### src/rtl/core/cfpr_pkg.sv
// Shared types and constants for the framed packet receiver.
// No dependencies; imported by every module in rtl/core.
package cfpr_pkg;

    // Frame format
    localparam logic [7:0]  START_BYTE  = 8'hAA;
    localparam logic [7:0]  ABORT_CMD   = 8'h55;
    localparam int          MAX_PAYLOAD = 64;

    // CRC16-Modbus, reflected form
    localparam logic [15:0] CRC_INIT    = 16'hFFFF;
    localparam logic [15:0] CRC_POLY    = 16'hA001;
    localparam int          CRC_STEPS   = 8;
    localparam int          CRC_CNT_W   = $clog2(CRC_STEPS + 1);

    // Payload store and field widths
    localparam int          STORE_DEPTH = 64;
    localparam int          ADDR_W      = $clog2(STORE_DEPTH);
    localparam int          LEN_W       = 7;
    localparam int          TDATA_W     = 32;

    // Position in the frame
    typedef enum logic [2:0] {
        PH_HUNT = 3'd0,
        PH_CMD  = 3'd1,
        PH_LEN  = 3'd2,
        PH_DATA = 3'd3,
        PH_CRCL = 3'd4,
        PH_CRCH = 3'd5
    } phase_t;

    // Sequencer state
    typedef enum logic [1:0] {
        S_IDLE  = 2'd0,
        S_CRC   = 2'd1,
        S_FETCH = 2'd2,
        S_SEND  = 2'd3
    } seq_state_t;

    // Result kinds carried on tuser
    typedef enum logic [1:0] {
        ST_DATA    = 2'd0,
        ST_EMPTY   = 2'd1,
        ST_CRC_ERR = 2'd2,
        ST_LEN_ERR = 2'd3
    } status_t;

    // Control from the sequencer to the CRC unit
    typedef struct packed {
        logic start;      // begin an eight-step update with data_byte
        logic from_init;  // seed the update with CRC_INIT instead of the running value
    } crc_ctl_t;

endpackage

### src/rtl/core/cfpr_crc_unit.sv
// Bit-serial CRC16-Modbus unit: one polynomial step per clock, eight per byte.
// Depends on cfpr_pkg for the polynomial, seed and control struct.
module cfpr_crc_unit (
    input  logic                clk,
    input  logic                rst_n,
    input  cfpr_pkg::crc_ctl_t  ctl,
    input  logic [7:0]          data_byte,
    output logic [15:0]         crc_value,
    output logic                busy
);
    import cfpr_pkg::*;

    logic [15:0]          crc_reg, crc_next;
    logic [CRC_CNT_W-1:0] cnt_reg, cnt_next;
    logic [15:0]          seed;

    // Load on start, otherwise shift one bit while steps remain
    always_comb
    begin
        seed     = ctl.from_init ? CRC_INIT : crc_reg;
        crc_next = crc_reg;
        cnt_next = cnt_reg;
        if (ctl.start)
        begin
            crc_next = seed ^ {8'h00, data_byte};
            cnt_next = CRC_CNT_W'(CRC_STEPS);
        end
        else if (cnt_reg != '0)
        begin
            crc_next = crc_reg[0] ? ((crc_reg >> 1) ^ CRC_POLY) : (crc_reg >> 1);
            cnt_next = cnt_reg - 1'b1;
        end
    end

    always_ff @(posedge clk or negedge rst_n)
    begin
        if (!rst_n)
        begin
            crc_reg <= CRC_INIT;
            cnt_reg <= '0;
        end
        else
        begin
            crc_reg <= crc_next;
            cnt_reg <= cnt_next;
        end
    end

    assign crc_value = crc_reg;
    assign busy      = (cnt_reg != '0);

endmodule

### src/rtl/core/cfpr_ram.sv
// Payload store: one write port, one read port with registered read data.
// Depends on cfpr_pkg for depth and address width.
module cfpr_ram (
    input  logic                      clk,
    input  logic                      wr_en,
    input  logic [cfpr_pkg::ADDR_W-1:0] wr_addr,
    input  logic [7:0]                wr_data,
    input  logic [cfpr_pkg::ADDR_W-1:0] rd_addr,
    output logic [7:0]                rd_data
);
    import cfpr_pkg::*;

    logic [7:0] mem [STORE_DEPTH];
    logic [7:0] rd_data_reg;

    // Write payload bytes
    always_ff @(posedge clk)
    begin
        if (wr_en)
        begin
            mem[wr_addr] <= wr_data;
        end
    end

    // Registered read
    always_ff @(posedge clk)
    begin
        rd_data_reg <= mem[rd_addr];
    end

    assign rd_data = rd_data_reg;

endmodule

### src/rtl/core/crc_framed_packet_receiver.sv
// Framed packet receiver: byte-wise deframer with CRC16-Modbus check.
// Depends on cfpr_pkg, cfpr_crc_unit and cfpr_ram.
//
// Takes one received byte per input item, hunts for 0xAA, then reads a command
// (0x55 aborts), a length, the payload and a low-byte-first CRC16-Modbus over
// command, length and payload. Start, abort and CRC low bytes are handled in the
// idle state alone. Command, in-range length and payload bytes wait on the
// bit-serial CRC unit: a load, eight polynomial steps and a release of the
// sequencer. An oversized length byte, and a CRC high byte that ends in an error
// or an empty frame, pass through the send state once. The CRC high byte of a good
// frame runs a fetch and a send state per result item, because each payload byte is
// fetched from the payload store with a registered read. Output stalls hold S_SEND.
// A CRC mismatch or a length above 64 emits one error item. tready is low while a
// byte is processed or results are emitted; the last result item may still wait
// in the output register while the next byte is taken.
module crc_framed_packet_receiver (
    input  logic        clk,
    input  logic        rst_n,
    // input item
    input  logic        s_axis_tvalid,
    output logic        s_axis_tready,
    input  logic [7:0]  s_axis_tdata,   // [7:0] rx_byte
    // result item
    output logic        m_axis_tvalid,
    input  logic        m_axis_tready,
    output logic [cfpr_pkg::TDATA_W-1:0] m_axis_tdata, // [7:0] command, [14:8] frame_len,
                                        // [20:15] byte_index, [28:21] data_byte,
                                        // [31:29] zero
    output logic [1:0]  m_axis_tuser,   // [1:0] status
    output logic        m_axis_tlast    // last
);
    import cfpr_pkg::*;

    // Sequencer and frame state
    seq_state_t        state_reg, state_next;
    phase_t            phase_reg, phase_next;
    logic [7:0]        cmd_reg, cmd_next;
    logic [LEN_W-1:0]  payload_len_reg, payload_len_next;
    logic [LEN_W-1:0]  bytes_rcvd_reg, bytes_rcvd_next;
    logic [7:0]        crc_low_reg, crc_low_next;
    status_t           kind_reg, kind_next;
    logic [ADDR_W-1:0] idx_reg, idx_next;

    // Output register
    logic              m_valid_reg, m_valid_next;
    status_t           out_status_reg, out_status_next;
    logic [7:0]        out_cmd_reg, out_cmd_next;
    logic [LEN_W-1:0]  out_len_reg, out_len_next;
    logic [ADDR_W-1:0] out_idx_reg, out_idx_next;
    logic [7:0]        out_data_reg, out_data_next;
    logic              out_last_reg, out_last_next;

    // Datapath helpers
    logic              accept;
    logic              out_free;
    crc_ctl_t          crc_ctl;
    logic [15:0]       crc_value;
    logic              crc_busy;
    logic              ram_we;
    logic [7:0]        ram_rd_data;
    logic [LEN_W-1:0]  bytes_inc;
    logic [LEN_W-1:0]  idx_inc;
    logic              idx_is_last;

    cfpr_crc_unit u_crc (
        .clk       (clk),
        .rst_n     (rst_n),
        .ctl       (crc_ctl),
        .data_byte (s_axis_tdata),
        .crc_value (crc_value),
        .busy      (crc_busy)
    );

    cfpr_ram u_ram (
        .clk     (clk),
        .wr_en   (ram_we),
        .wr_addr (bytes_rcvd_reg[ADDR_W-1:0]),
        .wr_data (s_axis_tdata),
        .rd_addr (idx_reg),
        .rd_data (ram_rd_data)
    );

    assign s_axis_tready = (state_reg == S_IDLE);
    assign accept        = s_axis_tvalid && s_axis_tready;
    assign out_free      = !m_valid_reg || m_axis_tready;
    assign bytes_inc     = bytes_rcvd_reg + 1'b1;
    assign idx_inc       = {1'b0, idx_reg} + 1'b1;
    assign idx_is_last   = (idx_inc == payload_len_reg);

    // Next state and outputs of the sequencer
    always_comb
    begin
        state_next       = state_reg;
        phase_next       = phase_reg;
        cmd_next         = cmd_reg;
        payload_len_next = payload_len_reg;
        bytes_rcvd_next  = bytes_rcvd_reg;
        crc_low_next     = crc_low_reg;
        kind_next        = kind_reg;
        idx_next         = idx_reg;
        crc_ctl          = '0;
        ram_we           = 1'b0;

        // Drop the held result once taken
        m_valid_next     = m_valid_reg && !m_axis_tready;
        out_status_next  = out_status_reg;
        out_cmd_next     = out_cmd_reg;
        out_len_next     = out_len_reg;
        out_idx_next     = out_idx_reg;
        out_data_next    = out_data_reg;
        out_last_next    = out_last_reg;

        unique case (state_reg)
            S_IDLE:
            begin
                if (accept)
                begin
                    unique case (phase_reg)
                        PH_CMD:
                        begin
                            if (s_axis_tdata == ABORT_CMD)
                            begin
                                phase_next = PH_HUNT;
                            end
                            else
                            begin
                                cmd_next          = s_axis_tdata;
                                crc_ctl.start     = 1'b1;
                                crc_ctl.from_init = 1'b1;
                                phase_next        = PH_LEN;
                                state_next        = S_CRC;
                            end
                        end
                        PH_LEN:
                        begin
                            if (s_axis_tdata > 8'(MAX_PAYLOAD))
                            begin
                                // Oversized length: report and resume hunting
                                payload_len_next = LEN_W'(MAX_PAYLOAD);
                                kind_next        = ST_LEN_ERR;
                                phase_next       = PH_HUNT;
                                state_next       = S_SEND;
                            end
                            else
                            begin
                                crc_ctl.start    = 1'b1;
                                payload_len_next = s_axis_tdata[LEN_W-1:0];
                                bytes_rcvd_next  = '0;
                                phase_next       = (s_axis_tdata == 8'h00) ? PH_CRCL : PH_DATA;
                                state_next       = S_CRC;
                            end
                        end
                        PH_DATA:
                        begin
                            ram_we          = 1'b1;
                            crc_ctl.start   = 1'b1;
                            bytes_rcvd_next = bytes_inc;
                            if (bytes_inc >= payload_len_reg)
                            begin
                                phase_next = PH_CRCL;
                            end
                            state_next = S_CRC;
                        end
                        PH_CRCL:
                        begin
                            crc_low_next = s_axis_tdata;
                            phase_next   = PH_CRCH;
                        end
                        PH_CRCH:
                        begin
                            // Check the frame and pick its result
                            phase_next = PH_HUNT;
                            idx_next   = '0;
                            if ({s_axis_tdata, crc_low_reg} != crc_value)
                            begin
                                kind_next  = ST_CRC_ERR;
                                state_next = S_SEND;
                            end
                            else if (payload_len_reg == '0)
                            begin
                                kind_next  = ST_EMPTY;
                                state_next = S_SEND;
                            end
                            else
                            begin
                                kind_next  = ST_DATA;
                                state_next = S_FETCH;
                            end
                        end
                        default:
                        begin
                            // Hunt for the start byte; unused codes land here too
                            if (s_axis_tdata == START_BYTE)
                            begin
                                bytes_rcvd_next = '0;
                                phase_next      = PH_CMD;
                            end
                            else
                            begin
                                phase_next = PH_HUNT;
                            end
                        end
                    endcase
                end
            end
            S_CRC:
            begin
                if (!crc_busy)
                begin
                    state_next = S_IDLE;
                end
            end
            S_FETCH:
            begin
                // Payload byte read in flight
                state_next = S_SEND;
            end
            S_SEND:
            begin
                if (out_free)
                begin
                    m_valid_next    = 1'b1;
                    out_status_next = kind_reg;
                    out_cmd_next    = cmd_reg;
                    out_len_next    = payload_len_reg;
                    if (kind_reg == ST_DATA)
                    begin
                        out_idx_next  = idx_reg;
                        out_data_next = ram_rd_data;
                        out_last_next = idx_is_last;
                        if (idx_is_last)
                        begin
                            state_next = S_IDLE;
                        end
                        else
                        begin
                            idx_next   = idx_inc[ADDR_W-1:0];
                            state_next = S_FETCH;
                        end
                    end
                    else
                    begin
                        out_idx_next  = '0;
                        out_data_next = 8'h00;
                        out_last_next = 1'b1;
                        state_next    = S_IDLE;
                    end
                end
            end
            default:
            begin
                state_next = S_IDLE;
            end
        endcase
    end

    // Control registers
    always_ff @(posedge clk or negedge rst_n)
    begin
        if (!rst_n)
        begin
            state_reg       <= S_IDLE;
            phase_reg       <= PH_HUNT;
            cmd_reg         <= '0;
            payload_len_reg <= '0;
            bytes_rcvd_reg  <= '0;
            crc_low_reg     <= '0;
            kind_reg        <= ST_DATA;
            idx_reg         <= '0;
            m_valid_reg     <= 1'b0;
        end
        else
        begin
            state_reg       <= state_next;
            phase_reg       <= phase_next;
            cmd_reg         <= cmd_next;
            payload_len_reg <= payload_len_next;
            bytes_rcvd_reg  <= bytes_rcvd_next;
            crc_low_reg     <= crc_low_next;
            kind_reg        <= kind_next;
            idx_reg         <= idx_next;
            m_valid_reg     <= m_valid_next;
        end
    end

    // Output payload registers
    always_ff @(posedge clk)
    begin
        out_status_reg <= out_status_next;
        out_cmd_reg    <= out_cmd_next;
        out_len_reg    <= out_len_next;
        out_idx_reg    <= out_idx_next;
        out_data_reg   <= out_data_next;
        out_last_reg   <= out_last_next;
    end

    assign m_axis_tvalid = m_valid_reg;
    assign m_axis_tdata  = {3'b000, out_data_reg, out_idx_reg, out_len_reg, out_cmd_reg};
    assign m_axis_tuser  = out_status_reg;
    assign m_axis_tlast  = out_last_reg;

`ifndef SYNTHESIS
    // CRC unit only runs while the sequencer waits on it
    a_crc_in_crc_state: assert property (@(posedge clk) disable iff (!rst_n)
        crc_busy |-> (state_reg == S_CRC))
        else $error("CRC unit busy outside S_CRC");

    // Payload count stays below the length while collecting data
    a_data_count: assert property (@(posedge clk) disable iff (!rst_n)
        (phase_reg == PH_DATA) |-> (bytes_rcvd_reg < payload_len_reg))
        else $error("payload count reached length in data phase");

    // Streaming index stays inside the frame
    a_idx_in_frame: assert property (@(posedge clk) disable iff (!rst_n)
        ((state_reg == S_SEND || state_reg == S_FETCH) && (kind_reg == ST_DATA))
        |-> ({1'b0, idx_reg} < payload_len_reg))
        else $error("payload index beyond frame length");

    // Single-item results always close the burst
    a_single_last: assert property (@(posedge clk) disable iff (!rst_n)
        (m_valid_reg && (out_status_reg != ST_DATA)) |-> out_last_reg)
        else $error("non-payload result without last");

    // No new byte accepted while a frame's results are pending
    a_no_accept_emit: assert property (@(posedge clk) disable iff (!rst_n)
        (state_reg == S_FETCH) |=> !accept)
        else $error("byte accepted during result emission");
`endif

endmodule
### config.mk
export PLATFORM = sky130hd
export DESIGN_NAME = crc_framed_packet_receiver
export DESIGN_NICKNAME = d
export VERILOG_FILES = /design/src/rtl/core/cfpr_pkg.sv /design/src/rtl/core/cfpr_crc_unit.sv /design/src/rtl/core/cfpr_ram.sv /design/src/rtl/core/crc_framed_packet_receiver.sv
export SDC_FILE = /design/constraint.sdc
export NUM_CORES = 1
export LEC_CHECK = 0
export BUFFER_PORTS_ARGS = -buffer_cell sky130_fd_sc_hd__buf_2
export CAP_MARGIN = 30
export CORE_UTILIZATION = 55
export CTS_BUF_LIST = sky130_fd_sc_hd__clkbuf_4
export CTS_CLUSTER_SIZE = 8
export DETAILED_ROUTE_END_ITERATION = 8
export PLACE_DENSITY = 0.74
export SLEW_MARGIN = 20
export SYNTH_ARGS = -nofsm -noshare
export SYNTH_HDL_FRONTEND = slang
export SYNTH_SLANG_ARGS = --single-unit
### constraint.sdc
create_clock -name clk -period 2.9 [get_ports clk]
set_input_delay 0.58 -clock clk [delete_from_list [all_inputs] [get_ports clk]]
set_output_delay 0.58 -clock clk [all_outputs]
set_load 0.03 [all_outputs]
==> run_results.csv <==
group,metric,value,unit
critical_path,timing.critical_path.cells,"nor2_1 -> nand2_1 -> nor3_1 -> nand2_1 -> nor2_1 -> buf_4",
sta,finalHoldViolCount,0,
clock_network,cts.path.max_buffers,3,
floorplanning,die_x,214,um
critical_path,critical_path.max_fanout,8,
clock_network,cts_tree,"yes",
cells_and_area,fillers,3029,
routing,via_count,13700,
floorplanning,fp.dieArea,45800,um2
clock_network,ctsHoldBuffers,2,
cells_and_area,combined_area_of_the_multi_input_logic_cells,6160,um2
routing,initial_drt_pass_iterations,5,
routing,ant_nets,0,
critical_path,startpoint_type,"flip-flop",
cells_and_area,layout_commonest_cell,"sky130_fd_sc_hd__edfxtp_1",
cells_and_area,seq_area,18100,um2
cells_and_area,largest_reg_flops,512,
sta,worst_pin_slew,0.885,ns
synthesis,synth_cells,1348,
synthesis,synth_enable_flop_cells,544,
pwr,power_leakage,9.83,nW
cells_and_area,final_layout_size_suffix_gt1_frac,0.345,
synthesis,synth.area.top_cells,"sky130_fd_sc_hd__edfxtp_1, sky130_fd_sc_hd__mux4_2, sky130_fd_sc_hd__dfrtp_1, sky130_fd_sc_hd__dfstp_2, sky130_fd_sc_hd__nor2_1",
critical_path,cp.arrival,3.19,ns
floorplanning,top_level_ports,49,
clock_network,postCtsSetupRepairBufs,0,
sta,period_needed,2.64,ns
outcome,run_status,"complete, no violations",
global_routing,grt_pass1_vias,14100,
sta,grt_setup_unrepaired,"false",
synthesis,ys.flop_type,"sky130_fd_sc_hd__edfxtp_1",
synthesis,yosys.cell_types.count,62,
placed_design,hpwlAfterDp,34.3,mm
floorplanning,initial_utilization,0.559,
sta,fin_skew,0.0567,ns
critical_path,slowest_stage,"sky130_fd_sc_hd__nand2_1",
critical_path,cp-startpoint,"state_reg[0]$_DFFE_PN0P_",
sta,worst_hold_slack,0.112,ns
routing,drt_wl_total,54.5,mm
floorplanning,rows,77,
hold_path,hp-start,"s_axis_tdata[1]",
floorplanning,die_height,214,um
clock_network,worstSkewPairLatency,0.89,ns
critical_path,timing.critical_path.to_type,"flip-flop",
placed_design,gp_routability_congestion,0.848,
cells_and_area,area.growth.synth_to_final,14.7,%
global_routing,maximum_number_of_pins_on_one_net_before_global_route_repair,69,
sta,final_report_max_slew_violation_count,0,
job,maxCapViolCount,0,
routing,routed_wire_length_per_instance,23.6,um
global_routing,overflow,0,
synthesis,postSynthAreaPerCell,18.3,um2
pwr,vdd.ir_drop.worst,0.000610,V
synthesis,synthesis.yosys.warnings,0,
sta,worst_slew_margin_rel,0.409,
global_routing,antenna_found_initial,7,
global_routing,grt_usage,0.246,
synthesis,synth.ff_latch_count,616,
critical_path,reg2reg_launch_point,"state_reg[0]$_DFFE_PN0P_",
floorplanning,core_area,44200,um2
synthesis,yosys.area.top_type_share,0.661,
routing,drt_iter0_markers,1362,
clock_network,cts-htree-levels,4,
synthesis,synth_seq_area_share,0.733,
clock_network,clk_pin_slew,0.07,ns
sta,max_freq,378,MHz
cells_and_area,final_cell_mix,"sky130_fd_sc_hd__edfxtp_1, sky130_fd_sc_hd__clkbuf_4, sky130_fd_sc_hd__mux4_2",
sta,finalSetupViolations,0,
routing,route.detailed.vias_per_inst,5.95,
synthesis,synth_area,24700,um2
clock_network,clock_tree_root_driver_cell,"sky130_fd_sc_hd__clkbuf_4",
sta,setup-tns-final,0,ns
pwr,power_per_cell_area,834,nW/um2
clock_network,clock_sinks,616,
placed_design,buffer_ports.inserted,45,
synthesis,asyncSetResetFlopFracSynth,0.104,
clock_network,ctsResizeCount,0,
clock_network,cts-buffers-inserted,151,
sta,period_share,0.912,
critical_path,cp_data_required_time,3.45,ns
critical_path,critical-path-max-stage-delay,0.47,ns
critical_path,criticalPathCategory,"flip-flop to flip-flop",
routing,post-route-drc-count,0,
cells_and_area,final_net_count,1626,
cells_and_area,biggest_register,"u_ram.mem",
global_routing,global_route_wire_length_before_repair,83.1,mm
synthesis,synth_area_leader_cell,"sky130_fd_sc_hd__edfxtp_1",
hold_path,hold_path.class,"input port to flip-flop",
-- area by class of cell --
cell class	count	area share
Inverter	12	0.00159
Antenna cell	2	0.000177
Tap cell	592	0.0261
Clock buffer	226	0.0599
Timing Repair Buffer	178	0.0472
Clock inverter	44	0.00764
Multi-Input combinational cell	642	0.218
Sequential cell	616	0.640
-- critical path, delay by kind of cell (launching register included) --
kind | cells | cell delay, ns
buf+inv | 1 | 0.22
flops | 1 | 0.44
simple gates | 5 | 1.70
-- cells in the mapped netlist (7+ instances only) --
cell and number:
sky130_fd_sc_hd__edfxtp_1 544, sky130_fd_sc_hd__mux4_2 128, sky130_fd_sc_hd__nor2_1 104, sky130_fd_sc_hd__nand2_1 62
sky130_fd_sc_hd__dfrtp_1 48, sky130_fd_sc_hd__a22oi_1 42, sky130_fd_sc_hd__clkbuf_1 42, sky130_fd_sc_hd__o21ai_1 28
sky130_fd_sc_hd__xor2_1 23, sky130_fd_sc_hd__a21oi_1 22, sky130_fd_sc_hd__buf_2 22, sky130_fd_sc_hd__and2_1 20
sky130_fd_sc_hd__nand3_1 20, sky130_fd_sc_hd__a22o_1 18, sky130_fd_sc_hd__a221oi_1 16, sky130_fd_sc_hd__dfstp_2 16
sky130_fd_sc_hd__ha_1 13, sky130_fd_sc_hd__inv_1 12, sky130_fd_sc_hd__mux2i_1 12, sky130_fd_sc_hd__xnor2_1 12
sky130_fd_sc_hd__or3_1 11, sky130_fd_sc_hd__mux2_2 9, sky130_fd_sc_hd__o21ai_0 9, sky130_fd_sc_hd__dfxtp_1 8
sky130_fd_sc_hd__mux2_1 8, sky130_fd_sc_hd__o221ai_1 8, sky130_fd_sc_hd__nor2b_1 7, sky130_fd_sc_hd__nor3_1 7
-- per-layer routing --
layer	GRT usage	wire length [um]
met2	0.383	26700
met5	0	23
met4	0.0835	942
met3	0.0668	5020
met1	0.338	21900
-- where the power goes --
group          internal, mW  total, mW  switching [mW]  leakage, nW
sequential             10.2       10.5           0.352         5.78
combinational          2.87       6.15            3.28         2.89
clock                  3.66       6.95            3.29         1.15
-- cell families after synthesis --
kind of cell	after synthesis	synth area share
compound gates	174	0.0516
mux	157	0.129
buf+inv	92	0.0177
fa+ha+maj	13	0.00659
other cells	1	0.000152
simple gates	260	0.0488
xor+xnor	35	0.0124
flops	616	0.733
-- through the flow --
step	power, mW	area (um2)	setup WS [ns]	instances	util
floorplan	14.8	24700	0.246	1350	-
global placement	16.7	26400	0.380	2037	0.596
detailed placement	16.9	26400	0.303	2038	0.597
CTS	23.8	28300	0.287	2310	0.640
global route	24.7	28300	0.176	2312	0.641
finish	23.6	28300	0.255	2312	0.641
-- final timing paths --
| check | to | cells past startpoint | slack [ns] |
|---|---|---|---|
| max reg2reg | u_ram.mem[58][2]$_DFFE_PP_ | 6 | 0.26 |
| min in group asynchronous | payload_len_reg[4]$_DFFE_PN0P_ | 2 | 0.28 |
| max | u_ram.mem[58][2]$_DFFE_PP_ | 6 | 0.26 |
| max in group asynchronous | u_crc.crc_value[4]$_DFFE_PN1P_ | 3 | 1.81 |
| min | payload_len_reg[1]$_DFFE_PN0P_ | 3 | 0.11 |
| min reg2reg | out_cmd_reg[7]$_DFFE_PP_ | 0 | 0.43 |
No activity file was read; power rests on OpenSTA's default activity.
